==> src/design/a64_fixup_patcher_core_defines.svh <==
// Assertion macros for the fixup patcher; clk and rst_n must be in scope.
`ifndef A64_FIXUP_PATCHER_CORE_DEFINES_SVH
`define A64_FIXUP_PATCHER_CORE_DEFINES_SVH

`define A64FXP_CHECK_IMP(lbl, ante, cons) \
  lbl: assert property (@(posedge clk) disable iff (!rst_n) (ante) |-> (cons)) \
    else $error("a64fxp check failed");

`define A64FXP_CHECK_ALWAYS(lbl, expr) \
  lbl: assert property (@(posedge clk) disable iff (!rst_n) 1'b1 |-> (expr)) \
    else $error("a64fxp check failed");

`endif

==> src/design/a64fxp_pkg.sv <==
`default_nettype none
package a64fxp_pkg;

  localparam logic [2:0] OP_B26       = 3'd0;
  localparam logic [2:0] OP_CBZ19     = 3'd1;
  localparam logic [2:0] OP_IAT_PAGE  = 3'd2;
  localparam logic [2:0] OP_IAT_LO12  = 3'd3;
  localparam logic [2:0] OP_DATA_PAGE = 3'd4;
  localparam logic [2:0] OP_DATA_LO12 = 3'd5;

  localparam logic [2:0] ST_OK           = 3'd0;
  localparam logic [2:0] ST_UNBOUND      = 3'd1;
  localparam logic [2:0] ST_MISALIGN     = 3'd2;
  localparam logic [2:0] ST_BRANCH_RANGE = 3'd3;
  localparam logic [2:0] ST_CBZ_RANGE    = 3'd4;
  localparam logic [2:0] ST_ADRP_RANGE   = 3'd5;

  localparam logic [1:0] REG_TEXT_RVA  = 2'd0;
  localparam logic [1:0] REG_IAT_BASE  = 2'd1;
  localparam logic [1:0] REG_DATA_BASE = 2'd2;

  localparam logic [31:0] B26_OPCODE    = 32'h1400_0000;
  localparam logic [31:0] CBZ_KEEP_MASK = 32'hFF00_001F;
  localparam logic [31:0] ADRP_KEEP_MASK = 32'h9F00_001F;
  localparam logic [31:0] LO12_KEEP_MASK = ~(32'h0000_0FFF << 10);

  typedef struct packed {
    logic [2:0]  op;
    logic [31:0] existing_word;
    logic [31:0] instr_offset;
    logic [31:0] target;
    logic        label_bound;
  } in_req_t;

  typedef struct packed {
    logic [31:0] patched_word;
    logic [2:0]  status;
  } out_res_t;

  typedef struct packed {
    logic [31:0] text_rva;
    logic [31:0] iat_base_rva;
    logic [31:0] data_base_rva;
  } cfg_regs_t;

  typedef struct packed {
    logic [2:0]  op;
    logic [31:0] word;
    logic        label_bound;
    logic [31:0] pc_addr;
    logic [31:0] tgt_addr;
    logic [32:0] br_delta;
  } addr_stage_t;

  typedef struct packed {
    logic [2:0]  op;
    logic [31:0] word;
    logic [2:0]  status;
    logic [25:0] imm;
  } check_stage_t;

endpackage
`default_nettype wire

==> src/design/a64fxp_addr_stage.sv <==
`default_nettype none
module a64fxp_addr_stage
  import a64fxp_pkg::*;
(
  input  wire logic        clk,
  input  wire logic        rst_n,
  input  wire logic        in_valid,
  input  wire in_req_t     in_req,
  input  wire cfg_regs_t   cfg,
  output logic             s1_valid,
  output addr_stage_t      s1_data
);

  logic        valid_r;
  addr_stage_t data_r;
  addr_stage_t data_nxt;
  logic [31:0] base;

  always_comb begin
    case (in_req.op) inside
      OP_IAT_PAGE, OP_IAT_LO12: base = cfg.iat_base_rva;
      default:                  base = cfg.data_base_rva;
    endcase
    data_nxt.op          = in_req.op;
    data_nxt.word        = in_req.existing_word;
    data_nxt.label_bound = in_req.label_bound;
    data_nxt.pc_addr     = cfg.text_rva + in_req.instr_offset;
    data_nxt.tgt_addr    = base + in_req.target;
    data_nxt.br_delta    = {1'b0, in_req.target} - {1'b0, in_req.instr_offset};
  end

  always_ff @(posedge clk) begin
    if (!rst_n) begin
      valid_r <= 1'b0;
    end else begin
      valid_r <= in_valid;
    end
    data_r <= data_nxt;
  end

  assign s1_valid = valid_r;
  assign s1_data  = data_r;

endmodule
`default_nettype wire

==> src/design/a64fxp_check_stage.sv <==
`default_nettype none
module a64fxp_check_stage
  import a64fxp_pkg::*;
(
  input  wire logic        clk,
  input  wire logic        rst_n,
  input  wire logic        s1_valid,
  input  wire addr_stage_t s1_data,
  output logic             s2_valid,
  output check_stage_t     s2_data
);

  logic         valid_r;
  check_stage_t data_r;
  check_stage_t data_nxt;
  logic [21:0]  pages;
  logic         b26_oor;
  logic         cbz_oor;
  logic         adrp_oor;
  logic         misaligned;

  always_comb begin
    pages      = {2'b00, s1_data.tgt_addr[31:12]} - {2'b00, s1_data.pc_addr[31:12]};
    adrp_oor   = pages[21] != pages[20];
    misaligned = s1_data.br_delta[1:0] != 2'b00;
    b26_oor    = s1_data.br_delta[32:27] != {6{s1_data.br_delta[32]}};
    cbz_oor    = s1_data.br_delta[32:20] != {13{s1_data.br_delta[32]}};

    data_nxt.op     = s1_data.op;
    data_nxt.word   = s1_data.word;
    data_nxt.status = ST_OK;
    data_nxt.imm    = '0;
    case (s1_data.op) inside
      OP_B26, OP_CBZ19: begin
        if (!s1_data.label_bound) begin
          data_nxt.status = ST_UNBOUND;
        end else if (misaligned) begin
          data_nxt.status = ST_MISALIGN;
        end else if (s1_data.op == OP_B26 && b26_oor) begin
          data_nxt.status = ST_BRANCH_RANGE;
        end else if (s1_data.op == OP_CBZ19 && cbz_oor) begin
          data_nxt.status = ST_CBZ_RANGE;
        end
        data_nxt.imm = s1_data.br_delta[27:2];
      end
      OP_IAT_PAGE, OP_DATA_PAGE: begin
        if (adrp_oor) begin
          data_nxt.status = ST_ADRP_RANGE;
        end
        data_nxt.imm = {5'b0, pages[20:0]};
      end
      OP_IAT_LO12, OP_DATA_LO12: begin
        data_nxt.imm = {14'b0, s1_data.tgt_addr[11:0]};
      end
      default: begin
        data_nxt.imm = '0;
      end
    endcase
  end

  always_ff @(posedge clk) begin
    if (!rst_n) begin
      valid_r <= 1'b0;
    end else begin
      valid_r <= s1_valid;
    end
    data_r <= data_nxt;
  end

  assign s2_valid = valid_r;
  assign s2_data  = data_r;

endmodule
`default_nettype wire

==> src/design/a64fxp_patch_stage.sv <==
`default_nettype none
module a64fxp_patch_stage
  import a64fxp_pkg::*;
(
  input  wire logic         clk,
  input  wire logic         rst_n,
  input  wire logic         s2_valid,
  input  wire check_stage_t s2_data,
  output logic              out_strobe,
  output out_res_t          out_res
);

  logic     valid_r;
  out_res_t res_r;
  out_res_t res_nxt;

  always_comb begin
    res_nxt.status       = s2_data.status;
    res_nxt.patched_word = s2_data.word;
    if (s2_data.status == ST_OK) begin
      case (s2_data.op) inside
        OP_B26: begin
          res_nxt.patched_word = B26_OPCODE | {6'b0, s2_data.imm};
        end
        OP_CBZ19: begin
          res_nxt.patched_word = (s2_data.word & CBZ_KEEP_MASK)
                               | {8'b0, s2_data.imm[18:0], 5'b0};
        end
        OP_IAT_PAGE, OP_DATA_PAGE: begin
          res_nxt.patched_word = (s2_data.word & ADRP_KEEP_MASK)
                               | {1'b0, s2_data.imm[1:0], 29'b0}
                               | {8'b0, s2_data.imm[20:2], 5'b0};
        end
        OP_IAT_LO12, OP_DATA_LO12: begin
          res_nxt.patched_word = (s2_data.word & LO12_KEEP_MASK)
                               | {10'b0, s2_data.imm[11:0], 10'b0};
        end
        default: begin
          res_nxt.patched_word = s2_data.word;
        end
      endcase
    end
  end

  always_ff @(posedge clk) begin
    if (!rst_n) begin
      valid_r <= 1'b0;
    end else begin
      valid_r <= s2_valid;
    end
    res_r <= res_nxt;
  end

  assign out_strobe = valid_r;
  assign out_res    = res_r;

endmodule
`default_nettype wire

==> src/design/a64_fixup_patcher_core.sv <==
// An accepted request has its result strobe raised once it has passed the address, check and patch registers.
// Throughput: one request per cycle; three register stages (address add, check, patch).
// The receiver cannot stall; busy is high only while rst_n is low.
// Reset: synchronous active-low rst_n clears the stage valid bits and the three
// base registers to zero.
`default_nettype none
`include "a64_fixup_patcher_core_defines.svh"
module a64_fixup_patcher_core
  import a64fxp_pkg::*;
(
  input  wire logic        clk,
  input  wire logic        rst_n,
  input  wire logic        start,
  output logic             busy,
  input  wire in_req_t     in_req,
  output logic             out_strobe,
  output out_res_t         out_res,
  input  wire logic        cfg_we,
  input  wire logic [1:0]  cfg_index,
  input  wire logic [31:0] cfg_wdata
);

  cfg_regs_t    cfg_r;
  logic         in_accept;
  logic         s1_valid;
  addr_stage_t  s1_data;
  logic         s2_valid;
  check_stage_t s2_data;

  assign busy      = !rst_n;
  assign in_accept = start && !busy;

  always_ff @(posedge clk) begin
    if (!rst_n) begin
      cfg_r <= '0;
    end else if (cfg_we) begin
      unique case (cfg_index)
        REG_TEXT_RVA:  cfg_r.text_rva      <= cfg_wdata;
        REG_IAT_BASE:  cfg_r.iat_base_rva  <= cfg_wdata;
        REG_DATA_BASE: cfg_r.data_base_rva <= cfg_wdata;
        default: begin
          cfg_r <= cfg_r;
        end
      endcase
    end
  end

  a64fxp_addr_stage u_addr (
    .clk      (clk),
    .rst_n    (rst_n),
    .in_valid (in_accept),
    .in_req   (in_req),
    .cfg      (cfg_r),
    .s1_valid (s1_valid),
    .s1_data  (s1_data)
  );

  a64fxp_check_stage u_check (
    .clk      (clk),
    .rst_n    (rst_n),
    .s1_valid (s1_valid),
    .s1_data  (s1_data),
    .s2_valid (s2_valid),
    .s2_data  (s2_data)
  );

  a64fxp_patch_stage u_patch (
    .clk        (clk),
    .rst_n      (rst_n),
    .s2_valid   (s2_valid),
    .s2_data    (s2_data),
    .out_strobe (out_strobe),
    .out_res    (out_res)
  );

  `A64FXP_CHECK_ALWAYS(a_strobe_latency, out_strobe == $past(in_accept, 3))
  `A64FXP_CHECK_IMP(a_error_passthru, out_strobe && out_res.status != ST_OK,
                    out_res.patched_word == $past(in_req.existing_word, 3))
  `A64FXP_CHECK_IMP(a_unbound_branch_only, out_strobe && out_res.status == ST_UNBOUND,
                    $past(in_req.op, 3) == OP_B26 || $past(in_req.op, 3) == OP_CBZ19)

endmodule
`default_nettype wire

==> config.mk <==
export PLATFORM = sky130hd
export DESIGN_NAME = a64_fixup_patcher_core
export DESIGN_NICKNAME = d
export VERILOG_FILES = /design/src/design/a64fxp_pkg.sv /design/src/design/a64fxp_addr_stage.sv /design/src/design/a64fxp_check_stage.sv /design/src/design/a64fxp_patch_stage.sv /design/src/design/a64_fixup_patcher_core.sv
export VERILOG_INCLUDE_DIRS = /design/src /design/src/design
export SDC_FILE = /design/constraint.sdc
export NUM_CORES = 1
export LEC_CHECK = 0
export BUFFER_PORTS_ARGS = -buffer_cell sky130_fd_sc_hd__buf_2
export CAP_MARGIN = 10
export CORE_ASPECT_RATIO = 0.75
export CORE_MARGIN = 3
export CORE_UTILIZATION = 48
export CTS_CLUSTER_DIAMETER = 40
export DETAILED_ROUTE_END_ITERATION = 12
export PLACE_DENSITY = 0.7
export REMOVE_ABC_BUFFERS = 1
export SLEW_MARGIN = 10
export SYNTH_ARGS = -nofsm -noshare
export SYNTH_HDL_FRONTEND = slang
export SYNTH_SLANG_ARGS = --single-unit
==> constraint.sdc <==
create_clock -name clk -period 3.05 [get_ports clk]
set_input_delay 0.1525 -clock clk [delete_from_list [all_inputs] [get_ports clk]]
set_output_delay 0.1525 -clock clk [all_outputs]
set_load 0.01 [all_outputs]
==> impl_metrics.ini <==
[run_status]
outcome = finished clean

[detailed_routing]
post_drt_wl_per_cell_um = 17.3
drtPass1Iterations = 5
detail-route-antenna-nets = 0
drc = 0
num_vias = 13600
wirelength_mm = 43.8
via_per_inst = 5.39
drtIter0Drc = 934

[clock_network]
cts_root_buf = clkbuf_16
insertion_delay_ps = 550
clock-sinks = 319
cts_buffers = 41
cts_buffer_depth = 3
cts_tree = yes
cts.clk_slew.worst_paths_ps = 60
htreeDepth = 2

[critical_path]
crit_arrival_ps = 3390
cp_slowest_stage_delay_ps = 380
path_delay_family = compound AO/OA/AOI/OAI gates
cp_slowest_cell = o211ai_1
cp.required_ps = 3510
crit_type = flop to flop
worst-path-max-fanout = 4
critPathLaunchType = flop
cp_cell_sequence = ha_1 -> a21oi_1 -> o21ai_1 -> o211ai_1 -> a311oi_2 -> buf_4 -> o211ai_1 -> buf_4 -> a21boi_2 -> and3_1 -> a211oi_2 -> xnor2_1
rrSetupSlack_ps = 120
worst-path-buf-inv = 2
cp-end-kind = flop

[die]
die_x_um = 212
core_um2 = 30800
die_area_um2 = 34100
die_h_um = 161
io_pins = 175
rows = 55
initial_core_util_pct = 49.8

[layout]
stdcell_area_um2 = 19500
syn_to_final_growth_pct = 27.6
nets = 2357
diodes = 0
finalNonFillerCells = 2532
final_util_pct = 63.5
drive_above_1_share_pct = 19.9

[min_path]
min_path_type = primary input to flop

[synthesis]
yosysTopAreaCellShare_pct = 41.7
ys_ff_latch = 319
synth_cell_types = 72
synthArstFlopShare_pct = 0
synthesis.instances = 1767
synth-edff-count = 0
synth_area_leaders = dfxtp_1 42%, ha_1 9.5%, nand2_1 6.9%
synthesis.area_um2 = 15300
synth_common_cells = 319 x dfxtp_1, 283 x nand2_1, 207 x a21oi_1
synth_top_flop_cell = dfxtp_1
yosysMostFrequentCell = dfxtp_1
post-synth-top-area-cell = dfxtp_1
ys_seq_area_share_pct = 41.7
yosys_warnings = 0
synth.avg_cell_area_um2 = 8.66

[sta]
fin_crit_sh_pct = 96.2
fmax_mhz = 341
rsz0062_at_grt = true
slew_viol_final = 0
worst_slack_ps = 117
finClkSkew_ps = 16.1
hold_viol = 0
setup_viol = 0
worst_pin_slew_ps = 968
maxSlewHeadroom_pct = 35.3
period_minus_slack_ps = 2930

[power_and_ir_drop]
p_per_area_nw_per_um2 = 614
vdd_drop_max_mv = 0.445
power.leakage_uw = 0.00895

[placed_design]
placed_area_um2 = 17200
place_congestion = 0.929
place_ws_ps = -251
dp_cells = 2371
post-dp-hpwl_mm = 32.5
place.port_buffers = 174

[global_routing]
overflow = 0
antenna_found_initial = 0
grt_pass1_wl_mm = 69.4
grt.total_usage_pct = 25.2
grt_max_degree = 49
grt_pass1_vias = 13300

[job]
drv_cap = 0
## flip-flops by register name, indices dropped and copies added, names as in the netlist
name / cells
u_check.s2_valid: 1
u_addr.s1_data: 121
cfg_r: 96
u_addr.s1_valid: 1
u_patch.out_strobe: 1
u_patch.out_res: 35
u_check.s2_data: 64
## worst register-to-register path: cells and delay by family (launching register included)
family                   cells  cell delay, ps
flip-flops                   1             310
adder cells (fa/ha/maj)      1             320
AO/OA/AOI/OAI                7            1450
buffers and inverters        2             360
AND/OR/NAND/NOR              1             240
XOR/XNOR                     1             160
## worst paths after layout
path | from | endpoint | cells after the start
setup reg to reg | cfg_r[70]$_SDFFE_PN0P_ | u_addr.s1_data[96]$_DFF_P_ | 12
setup / recovery | cfg_r[70]$_SDFFE_PN0P_ | u_addr.s1_data[96]$_DFF_P_ | 12
hold / removal | in_req[45] | u_addr.s1_data[77]$_DFF_P_ | 3
hold reg to reg | u_addr.s1_data[129]$_DFF_P_ | u_check.s2_data[60]$_DFF_P_ | 0
## cell type report
cell class	count	area, um2
fill	2611	11200
sequential	319	6390
multi-input combinational	1281	8350
clock buffer	51	1130
clock inverter	25	284
tap	399	499
timing repair buffer	365	2540
inverter	92	345
## what timing repair did
item                                    4_1_cts  5_1_grt
pin swaps                                     0        6
endpoints found under the setup margin        1       11
buffers inserted                              0        2
gates resized for setup                       1       11
hold buffers                                 83        0
hold endpoints to repair                    147        0
## metrics by stage
stage | total power [uW] | TNS (ps) | hold slack [ps]
global route | 12500 | -59.2 | 30.5
finish | 12000 | 0 | 25.6
detailed placement | 7040 | -1610 | 256
floorplan | 6220 | -19860 | 180
CTS | 12000 | 0 | 0.849
global placement | 7000 | -1160 | 257
## layout by cell type (no fill, tap or decap), drive strengths merged, types with 9 or more instances in the layout
master,n
inv,99
mux2i,24
nand3,21
o21a,17
xnor2,53
nor2b,16
mux2,38
nor3,18
a31oi,20
and3,9
a211oi,10
ha,116
nand2,283
o211ai,18
o21bai,13
and2,16
clkbuf,51
o21ai,66
nor2,113
clkinv,11
nand2b,10
a21oi,207
nand4,16
dfxtp,319
a21o,51
buf,282
xor2,28
dlygate4sd3,83
## layer usage
metal  vias up  GRT usage (%)  share of wire [%]
met3        67           4.26                7.2
met2       433           37.1                 41
met5         -              0                  0
met4         0           6.21                1.9
li1       6802              -                  -
met1      6340           38.0                 50
## cell families after synthesis
group / after synthesis / share of synthesized area (%)
multiplexers: 62 / 4.37
buffers and inverters: 167 / 4.10
adder cells (fa/ha/maj): 119 / 9.88
AND/OR/NAND/NOR: 540 / 15.6
XOR/XNOR: 81 / 4.64
flip-flops: 319 / 41.7
AO/OA/AOI/OAI: 479 / 19.7
## power breakdown
group	switching (uW)	internal, uW	total (uW)
registers	248	4580	4830
clock network	2000	2890	4890
logic	1260	1020	2280
total	3500	8490	12000
(Power assumes the default switching activity.)
